--- config.mk ---
export PLATFORM = sky130hd
export DESIGN_NAME = rnpi_cell
export DESIGN_NICKNAME = d
export VERILOG_FILES = /design/src/design/rnpi_pkg.sv /design/src/design/rnpi_cell.sv
export SDC_FILE = /design/constraint.sdc
export NUM_CORES = 1
export LEC_CHECK = 0
export ABC_AREA = 1
export BUFFER_PORTS_ARGS = -buffer_cell sky130_fd_sc_hd__buf_2
export CAP_MARGIN = 10
export CORE_UTILIZATION = 66
export DETAILED_ROUTE_END_ITERATION = 8
export PLACE_DENSITY = 0.85
export SLEW_MARGIN = 20
export SYNTH_ARGS = -nofsm -noshare
export SYNTH_HDL_FRONTEND = slang
export SYNTH_SLANG_ARGS = --single-unit
--- constraint.sdc ---
create_clock -name clk_i -period 15.33 [get_ports clk_i]
set_input_delay 1.533 -clock clk_i [delete_from_list [all_inputs] [get_ports clk_i]]
set_output_delay 1.533 -clock clk_i [all_outputs]
set_load 0.05 [all_outputs]
--- src/design/rnpi_pkg.sv ---
`default_nettype none
// ----------------------------------------------------------------------------
// rnpi_pkg
// Shared types and constants for the RGB555 nearest palette index search.
// ----------------------------------------------------------------------------
package rnpi_pkg;

  localparam int unsigned PaletteEntriesDef = 256;

  localparam int unsigned ChanW   = 8;   // palette channel byte
  localparam int unsigned SlotW   = 8;   // palette slot / result index
  localparam int unsigned ColorW  = 15;  // packed RGB555 query colour
  localparam int unsigned FieldW  = 5;   // one RGB555 channel
  localparam int unsigned SqW     = 16;  // one squared channel difference
  localparam int unsigned DistW   = 18;  // sum of three squares

  // operation field codes
  localparam logic OpLoad  = 1'b0;
  localparam logic OpQuery = 1'b1;

  // One beat travelling down the cell chain: either a palette load or a
  // query carrying the running best match.
  typedef struct packed {
    logic              valid;
    logic              is_load;
    logic [SlotW-1:0]  slot;
    logic [ChanW-1:0]  red;
    logic [ChanW-1:0]  green;
    logic [ChanW-1:0]  blue;
    logic [ColorW-1:0] color15;
    logic [DistW-1:0]  best_dist;
    logic [SlotW-1:0]  best_idx;
  } beat_t;

endpackage : rnpi_pkg
`default_nettype wire

--- src/design/rnpi_cell.sv ---
`default_nettype none
// ----------------------------------------------------------------------------
// rnpi_cell
// One palette slot of the search chain. Holds its entry, captures loads
// addressed to it and folds its distance into passing queries.
// ----------------------------------------------------------------------------
module rnpi_cell
  import rnpi_pkg::*;
#(
  parameter int unsigned CellIndex = 0
) (
  input  wire logic  clk_i,
  input  wire logic  rst_ni,
  input  wire logic  adv_i,
  input  wire beat_t beat_i,
  output beat_t      beat_o
);

  localparam logic [SlotW-1:0] SlotId = SlotW'(CellIndex);
  localparam bit IsFirst = (CellIndex == 0);

  // squared difference between a widened 5-bit channel and a palette byte
  function automatic logic [SqW-1:0] sq_diff(input logic [FieldW-1:0] q,
                                             input logic [ChanW-1:0]  e);
    logic signed [ChanW:0]     d;
    logic signed [2*ChanW+1:0] p;
    begin
      d = $signed({1'b0, q, 3'b100}) - $signed({1'b0, e});
      p = d * d;
      sq_diff = p[SqW-1:0];
    end
  endfunction

  logic [ChanW-1:0] red_q, green_q, blue_q;
  beat_t            s1_q, s2_d, s2_q;
  logic [DistW-1:0] dist_d, dist_q;

  // palette entry: written as a load beat enters this cell, so beats in
  // flight see loads in arrival order
  always_ff @(posedge clk_i) begin
    if (adv_i && beat_i.valid && beat_i.is_load && (beat_i.slot == SlotId)) begin
      red_q   <= beat_i.red;
      green_q <= beat_i.green;
      blue_q  <= beat_i.blue;
    end
  end

  always_comb begin
    dist_d = DistW'(sq_diff(beat_i.color15[FieldW-1:0], red_q))
           + DistW'(sq_diff(beat_i.color15[2*FieldW-1:FieldW], green_q))
           + DistW'(sq_diff(beat_i.color15[3*FieldW-1:2*FieldW], blue_q));
  end

  always_comb begin
    s2_d = s1_q;
    if (s1_q.valid && !s1_q.is_load && (IsFirst || (dist_q < s1_q.best_dist))) begin
      s2_d.best_dist = dist_q;
      s2_d.best_idx  = SlotId;
    end
  end

  always_ff @(posedge clk_i or negedge rst_ni) begin
    if (!rst_ni) begin
      s1_q <= '0;
      s2_q <= '0;
    end else if (adv_i) begin
      s1_q <= beat_i;
      s2_q <= s2_d;
    end
  end

  always_ff @(posedge clk_i) begin
    if (adv_i) begin
      dist_q <= dist_d;
    end
  end

  assign beat_o = s2_q;

endmodule : rnpi_cell
`default_nettype wire

==> impl_metrics.ini, run 1 <==
[run_status]
status = finished clean

[timing]
finClkSkew_ns = 0.0242
timing.fmax_mhz = 120
period_needed_ns = 8.34
fin_tns_setup_ns = 0
worstMarginPinSlew_ns = 0.993
rsz0062_at_grt = false
drv_slew = 0
setup_viol = 0
hold_viol_final = 0
timing.final.crit_share_pct = 54.4
slew_headroom_pct = 33.8

[global_route]
overflow = 0
gr-usage-all-layers_pct = 30.7
grt_pass1_vias = 12741
grt_max_degree = 104
grt_pass1_wl_mm = 61.8
antenna_found_initial = 1

[route]
finalWirelength_mm = 36.9
first_iter_violations = 1128
avgViaCountPerCell = 5.42
ant_nets = 0
vias = 12476
wire_per_inst_um = 16.0
dr.pass1.iters = 5
drc_errors = 0

[finish]
area_growth_pct = 10.5
fin_cells = 2300
layout.nets = 2346
diodes = 0
drive_above_1_share_pct = 13.3

[clocking]
cts_setup_buffers = 0
cts_hold_buf = 0
cts_htree_levels = 4
cts_root_buf = clkbuf_16
cts_tree = yes
cts_sinks = 192
clock_path_buffers = 2
clk_pin_slew_ns = 0.08
cts_resized = 0
cts_inserted_buffers = 17
worstSkewPairLatency_ns = 0.45

[floorplanning]
ioPinCount = 153
rows = 57
die-height_um = 159
die_x_um = 159
die_area_um2 = 25400
coreArea_um2 = 24300
initial_core_util_pct = 67.3

[logic_synthesis]
synth_ff_type = dfrtp_1
synth_cell_types = 45
yosysSeqAreaShare_pct = 30.6
synth_area_per_cell_um2 = 8.99
syn_inst = 1821
ys_ff_latch = 192
synthesis.nets = 2204
synth_edf_count = 42
async_flop_share_pct = 78.1
synth_warnings = 0
syn_area_um2 = 16400

[run]
cap_violations = 0

[setup_path]
rr_startpoint = green_q[0]
slowest_stage = fa_1
crit_path_start = beat_i[31]
cp_data_required_time_ns = 15.52
crit_path_start_kind = primary input
critPathCapture = dist_q[12]
cp_max_fo = 7
critPathKind = primary input to flop
crit_path_max_incr_delay_ns = 0.54
r2r_end = dist_q[12]
rr_worst_depth = 29
worstPathArrival_ns = 8.53
path_common_cell = inv_1
ff2ff_setup_slack_ns = 7.41
critPathCaptureType = flop

[place]
post-dp-hpwl_mm = 29.1
portBuffers = 152
numPlacedInstances = 2268
routabilityCongestion = 0.915

[worst_hold_path]
hp-class = flop to flop
holdPathStages = 1
worst min-delay path by stage:
stage	from	end	slack [ns]
after floorplan	s1_q[0]	beat_o[0]	0.47
after global placement	s1_q[7]	beat_o[7]	0.48
after detailed placement	s1_q[6]	beat_o[6]	0.50
after CTS	s1_q[29]	beat_o[29]	0.51
after global routing	s1_q[29]	beat_o[29]	0.53
final	s1_q[13]	s1_q[13]	0.51
logic make-up (layout without fill, tap and decap cells):
kind of cell / count (synthesis) / in the layout / share of synthesized area, %
DFF: 192 / 192 / 30.6
AOI/OAI and AO/OA: 219 / 219 / 7.39
muxes: 29 / 29 / 1.97
and+or+nand+nor: 550 / 550 / 13.9
buffers and inverters: 456 / 611 / 10.6
adders and majority gates: 305 / 305 / 31.6
xor gates and xnor gates: 70 / 70 / 3.84
cells in the mapped netlist (3+ instances only):
library cell	number	area, µm²
mux2i_1	3	30.0
or2_2	3	18.8
nor2_1	171	642
ha_1	124	1550
buf_2	15	75.1
nand2_2	14	87.6
nand4_1	9	56.3
nand2_4	4	45.0
nor3_1	10	50.1
nor2_2	4	25.0
fa_1	181	3620
a21oi_1	98	490
or2_1	3	18.8
mux2_2	26	293
edfxtp_1	42	1260
inv_1	411	1540
a31oi_1	21	131
xnor2_1	22	193
xor2_1	46	403
o21ai_0	80	400
nand3_1	42	210
o2111ai_1	3	26.3
nand2_1	284	1070
dfrtp_1	150	3750
clkbuf_1	16	60.1
o31ai_1	3	22.5
inv_2	10	37.5
cells in the final DEF (no fill, tap or decap), types with 17 or more instances in the layout:
master | Yosys | layout
edfxtp_1 | 42 | 42
clkbuf_16 | 0 | 17
buf_2 | 15 | 150
o21ai_0 | 80 | 80
nand2_1 | 284 | 284
nand3_1 | 42 | 42
a21oi_1 | 98 | 98
ha_1 | 124 | 124
xnor2_1 | 22 | 22
fa_1 | 181 | 181
dfrtp_1 | 150 | 150
mux2_2 | 26 | 26
a31oi_1 | 21 | 21
nor2_1 | 171 | 171
xor2_1 | 46 | 46
inv_1 | 411 | 411
critical path: cells and delay by family:
kind,cells,cell delay (ns)
xor+xnor,3,0.77
compound gates,6,1.22
buf+inv,8,0.75
simple gates,2,0.30
fa+ha+maj,10,3.95
through the flow:
| step | instance area, µm² | setup WS [ns] | util [%] | hold WS, ns |
|---|---|---|---|---|
| detailed placement | 17400 | 6.60 | 71.7 | 0.496 |
| global route | 18100 | 6.56 | 74.4 | 0.528 |
| floorplan | 16400 | 7.24 | - | 0.474 |
| global placement | 17400 | 6.69 | 71.7 | 0.481 |
| finish | 18100 | 6.99 | 74.4 | 0.507 |
| CTS | 18100 | 7.04 | 74.4 | 0.511 |
layer usage:
metal	GRT usage, %	vias to the layer above	part of all wire, %
met5	0	-	0
met4	8.44	0	2.3
met3	5.44	69	6.2
met2	51.5	449	49
met1	41.5	6086	42
li1	-	5872	-
final cells by class:
class                      count  area, µm²
timing repair buffer         156        806
sequential                   192       5010
inverter                     423       1590
clock inverter                15        223
fill                        1703       6230
clock buffer                  17        425
multi-input combinational   1173       9620
tap                          324        405
registers in the layout, indices dropped and copies added, names as in the netlist:
name	count
red_q	8
green_q	8
s1_q	75
beat_o	75
dist_q	18
blue_q	8
Power of run 1 is left out: the tool's default activity adds up to more than one toggle a clock period on the data nets, which glitch-free logic cannot reach.
==> run 2, diff against run 1 <==
--- a/config.mk
+++ b/config.mk
@@ -5,12 +5,12 @@
 export SDC_FILE = /design/constraint.sdc
 export NUM_CORES = 1
 export LEC_CHECK = 0
-export ABC_AREA = 1
+export ABC_AREA = 0
 export BUFFER_PORTS_ARGS = -buffer_cell sky130_fd_sc_hd__buf_2
 export CAP_MARGIN = 10
-export CORE_UTILIZATION = 66
+export CORE_UTILIZATION = 61
 export DETAILED_ROUTE_END_ITERATION = 8
-export PLACE_DENSITY = 0.85
+export PLACE_DENSITY = 0.8
 export SLEW_MARGIN = 20
 export SYNTH_ARGS = -nofsm -noshare
 export SYNTH_HDL_FRONTEND = slang
==> constraint.sdc (replaced) <==
create_clock -name clk_i -period 8.29 [get_ports clk_i]
set_input_delay 0.829 -clock clk_i [delete_from_list [all_inputs] [get_ports clk_i]]
set_output_delay 0.829 -clock clk_i [all_outputs]
set_load 0.05 [all_outputs]
==> run 2 against run 1 <==
Net effect: sequential share of layout area rose by 0.54 points; die area rose by 4.9%; synthesized cell count fell by 21%; synthesized area fell by 3.0%; routed wire length fell by 16%; register-to-register slack got worse by 7.0 ns; worst hold slack got worse by 0.097 ns; highest routed layer unchanged.
==> impl_metrics.ini, run 2 <==
[route]
first_iter_violations = 685
vias = 10369
dr.pass1.iters = 5
finalWirelength_mm = 31.1
ant_nets = 0
wire_per_inst_um = 16.1
drc_errors = 0
avgViaCountPerCell = 5.36

[timing]
holdWs_ns = 0.410
drv_slew = 0
worstMarginPinSlew_ns = 1.02
timing.final.crit_share_pct = 95.0
period_needed_ns = 7.87
setup_viol = 0
timing.fmax_mhz = 127
fin_tns_setup_ns = 0
slew_headroom_pct = 31.8
hold_viol_final = 0
worst_slack_ns = 0.418
rsz0062_at_grt = false
finClkSkew_ns = 0.0176

[logic_synthesis]
post-synth-top-count-cell = inv_1
yosys-top-cells-area = dfrtp_1 (24%), fa_1 (23%), ha_1 (9.8%)
synth_compound_area_share_pct = 6.11
ys_ff_latch = 192
syn_area_um2 = 15900
synth_ff_type = dfrtp_1
async_flop_share_pct = 78.1
synthMuxAreaShare_pct = 10.2
synth_commonest_cells = inv_1 (290), fa_1 (181), dfrtp_1 (150), ha_1 (124), mux2_2 (124)
synth_top_area_cell = dfrtp_1
synthesis.nets = 1813
synth_warnings = 0
synth_top_area_share_pct = 23.6
synth_top_family_by_area = adder cells
synth_xor_area_share_pct = 4.92
synth_simple_gate_area_share_pct = 6.69
synth_fa_ha_area_share_pct = 32.6
synth_edf_count = 42
synth_cell_types = 55
yosysSeqAreaShare_pct = 31.6
syn_inst = 1430
synth_area_per_cell_um2 = 11.1

[setup_path]
critPathCaptureType = flop
slowest_stage = edfxtp_1
critPathKind = flop to flop
cp_max_fo = 10
crit_path_start = red_q[0]
rr_startpoint = red_q[0]
ff2ff_setup_slack_ns = 0.42
crit_path_max_incr_delay_ns = 0.56
crit_path_start_kind = flop
worstPathArrival_ns = 8.06
cp_data_required_time_ns = 8.48

[finish]
drive_above_1_share_pct = 22.6
mostFrequentLayoutCell = inv_1
layout.nets = 1975
area_growth_pct = 11.8
layout_common_cells = inv_1 (290), fa_1 (181), dfrtp_1 (150), buf_2 (150)
diodes = 0

[floorplanning]
die-height_um = 163
ioPinCount = 153
initial_core_util_pct = 62.7
rows = 58
die_area_um2 = 26700
coreArea_um2 = 25300
die_x_um = 163

[clocking]
worstSkewPairLatency_ns = 0.44
cts_setup_buffers = 0
cts_inserted_buffers = 17
clock_path_buffers = 2
cts_root_buf = clkbuf_16
cts_sinks = 192
cts_htree_levels = 4
cts_hold_buf = 0
cts_resized = 0
clk_pin_slew_ns = 0.09
cts_tree = yes

[global_route]
grt_max_degree = 84
grt_pass1_wl_mm = 51.5
antenna_found_initial = 0
overflow = 0
grt_pass1_vias = 10695
gr-usage-all-layers_pct = 24.8

[place]
routabilityCongestion = 0.920
place_ws_ns = 0.203
portBuffers = 152
post-dp-hpwl_mm = 25.1

[worst_hold_path]
hp-class = primary input to asynchronous set/reset pin

[run]
cap_violations = 0

[run_status]
status = finished clean
run 2: cell families after synthesis:
kind of cell	count (synthesis)
flip-flops	192
buffers and inverters	328
AND/OR/NAND/NOR	232
multiplexers	146
adder cells (fa/ha/maj)	305
AO/OA/AOI/OAI	143
XOR/XNOR	84
run 2: stage by stage:
| step | area [µm²] | util [%] | cells |
|---|---|---|---|
| 3_3_place_gp | 17100 | 67.5 | 1903 |
| 3_5_place_dp | 17100 | 67.5 | 1903 |
| 6_report | 17700 | 70.0 | 1935 |
| 2_1_floorplan | 15900 | - | 1430 |
| 5_1_grt | 17700 | 70.0 | 1935 |
| 4_1_cts | 17700 | 70.0 | 1935 |
run 2: worst paths after layout:
check / depth (start not counted) / to
worst min register to register: 1 / beat_o[54]
worst max register to register: 28 / dist_q[16]
worst min-delay path: 1 / s1_q[18]
min in group clk_i: 1 / beat_o[54]
worst max-delay path: 28 / dist_q[16]
max in group asynchronous: 2 / s1_q[47]
run 2: layer usage:
layer	global-route usage (%)	up-vias	part of all wire (%)
li1	-	4866	-
met4	9.26	0	2.8
met3	3.61	52	4.9
met2	42.1	316	50
met1	32.3	5135	43
met5	0	-	0
run 2: worst max-delay path, delay by kind of cell (launching register included):
kind,cells,cell delay (ns)
adder cells (fa/ha/maj),9,3.71
AND/OR/NAND/NOR,5,0.99
buffers and inverters,5,0.61
flip-flops,1,0.56
XOR/XNOR,2,0.22
AO/OA/AOI/OAI,7,1.52
run 2: area by class of cell:
cell class	instances	area [µm²]
Tap cell	330	413
Clock buffer	17	425
Sequential cell	192	5010
Inverter	296	1110
Fill cell	1826	7590
Timing Repair Buffer	175	946
Clock inverter	15	214
Multi-Input combinational cell	910	9620
Power of run 2 is left out for the same reason.
==> run 3, diff against run 2 <==
--- a/config.mk
+++ b/config.mk
@@ -10,7 +10,7 @@
 export CAP_MARGIN = 10
 export CORE_UTILIZATION = 61
 export DETAILED_ROUTE_END_ITERATION = 8
-export PLACE_DENSITY = 0.8
+export PLACE_DENSITY_LB_ADDON = 0.25
 export SLEW_MARGIN = 20
 export SYNTH_ARGS = -nofsm -noshare
 export SYNTH_HDL_FRONTEND = slang
==> constraint.sdc (replaced) <==
create_clock -name clk_i -period 8.7 [get_ports clk_i]
set_input_delay 0.87 -clock clk_i [delete_from_list [all_inputs] [get_ports clk_i]]
set_output_delay 0.87 -clock clk_i [all_outputs]
set_load 0.05 [all_outputs]
==> run 3 against run 2 <==
Net effect: clock-buffer cell count unchanged; routed wire length shrank 1.1%; first-iteration DRC count rose by 18%; utilization decreased by 0.23 points; critical path type unchanged; non-clock buffer count shrank 8; worst setup slack improved by 0.23 ns; sequential share of layout area grew 0.094 points; worst hold slack improved by 0.017 ns; global-route usage decreased by 0.25 points; fmax decreased by 2.3%; highest routed layer unchanged.
==> impl_metrics.ini, run 3 (synthesized netlist as in run 2, its figures left out) <==
[run_status]
status = finished clean

[setup_path]
critPathCapture = dist_q[16]
r2r_end = dist_q[16]
crit_path_start = green_q[0]
crit_path_start_kind = flop
critPathTopFamily = adder cells
critPathKind = flop to flop
critPathBufInv = 7
slowest_stage = edfxtp_1
cp_max_fo = 12
rr_startpoint = green_q[0]
crit_path_max_incr_delay_ns = 0.62
cp_num_cells = 30
ff2ff_setup_slack_ns = 0.65
rr_worst_depth = 30
critPathCaptureType = flop
worstPathArrival_ns = 8.24
cp_data_required_time_ns = 8.89

[floorplanning]
initial_core_util_pct = 62.7
rows = 58
ioPinCount = 153
die_area_um2 = 26700
coreArea_um2 = 25300
die_x_um = 163
die-height_um = 163

[worst_hold_path]
hp-class = primary input to asynchronous set/reset pin

[clocking]
cts_inserted_buffers = 17
cts_htree_levels = 4
cts_resized = 0
clk_pin_slew_ns = 0.08
cts_hold_buf = 0
cts_sinks = 192
cts_root_buf = clkbuf_16
cts_setup_buffers = 0
cts_tree = yes
clock_path_buffers = 2
worstSkewPairLatency_ns = 0.44

[finish]
layout_common_cells = inv_1 (290), fa_1 (181), dfrtp_1 (150), buf_2 (150)
layout.nets = 1967
area_growth_pct = 11.4
drive_above_1_share_pct = 22.2
nFillCells = 1830
diodes = 0
mostFrequentLayoutCell = inv_1

[timing]
rsz0062_at_grt = false
worstMarginPinSlew_ns = 0.954
timing.final.crit_share_pct = 92.6
drv_slew = 0
worst_slack_ns = 0.646
period_needed_ns = 8.05
timing.fmax_mhz = 124
slew_headroom_pct = 36.4
hold_viol_final = 0
fin_tns_setup_ns = 0
setup_viol = 0
finClkSkew_ns = 0.0157

[route]
first_iter_violations = 807
drc_errors = 0
dr.pass1.iters = 7
ant_nets = 0
vias = 10269
wire_per_inst_um = 16.0
finalWirelength_mm = 30.8
avgViaCountPerCell = 5.33

[global_route]
grt_pass1_wl_mm = 51.3
antenna_found_initial = 0
overflow = 0
gr-usage-all-layers_pct = 24.5
grt_max_degree = 82
grt_pass1_vias = 10609

[run]
cap_violations = 0

[place]
place_ws_ns = 0.426
routabilityCongestion = 0.920
post-dp-hpwl_mm = 24.5
portBuffers = 152
==> run 3: cell count changes in the layout (fill, tap and decap cells not counted), sizes merged <==
| cell | previous run | this run |
|---|---|---|
| buf | 175 | 167 |
==> run 3: final cells by class <==
cell class,count,area (µm²),share of cell area [%]
Clock buffer,17,425,2.41
Clock inverter,15,215,1.22
Inverter,296,1110,6.28
Multi-Input combinational cell,910,9620,54.4
Sequential cell,192,5010,28.4
Tap cell,330,413,2.34
Timing Repair Buffer,167,886,5.01
==> run 3: routing by layer <==
metal | vias to the layer above | track usage, % | share of wire (%)
met5 | - | 0 | 0
met4 | 0 | 7.48 | 2.3
met3 | 47 | 3.10 | 4.1
met2 | 229 | 41.5 | 50
met1 | 5147 | 33.1 | 44
li1 | 4846 | - | -
==> run 3: worst min path at each step <==
stage | cells past startpoint | end
floorplan | 1 | s1_q[34]
global placement | 1 | beat_o[72]
detailed placement | 1 | beat_o[38]
CTS | 1 | s1_q[20]
global route | 1 | s1_q[20]
finish | 1 | s1_q[20]
==> run 3: metrics by stage <==
step / hold WS (ns) / instance area [µm²] / utilization (%) / cells
after detailed placement: 0.488 / 17000 / 67.3 / 1895
after global placement: 0.480 / 17000 / 67.3 / 1895
after CTS: 0.448 / 17700 / 69.8 / 1927
after global routing: 0.476 / 17700 / 69.8 / 1927
after floorplan: 0.475 / 15900 / - / 1430
final: 0.427 / 17700 / 69.8 / 1927
==> run 3: worst register-to-register path: cells and delay by family, from the launching register on <==
family | cells | cell delay, ns
buffers and inverters | 7 | 0.76
DFF | 1 | 0.62
AOI/OAI and AO/OA | 8 | 1.59
xor gates and xnor gates | 3 | 0.48
adders and majority gates | 9 | 3.99
and+or+nand+nor | 3 | 0.38
Power of run 3 is left out for the same reason.
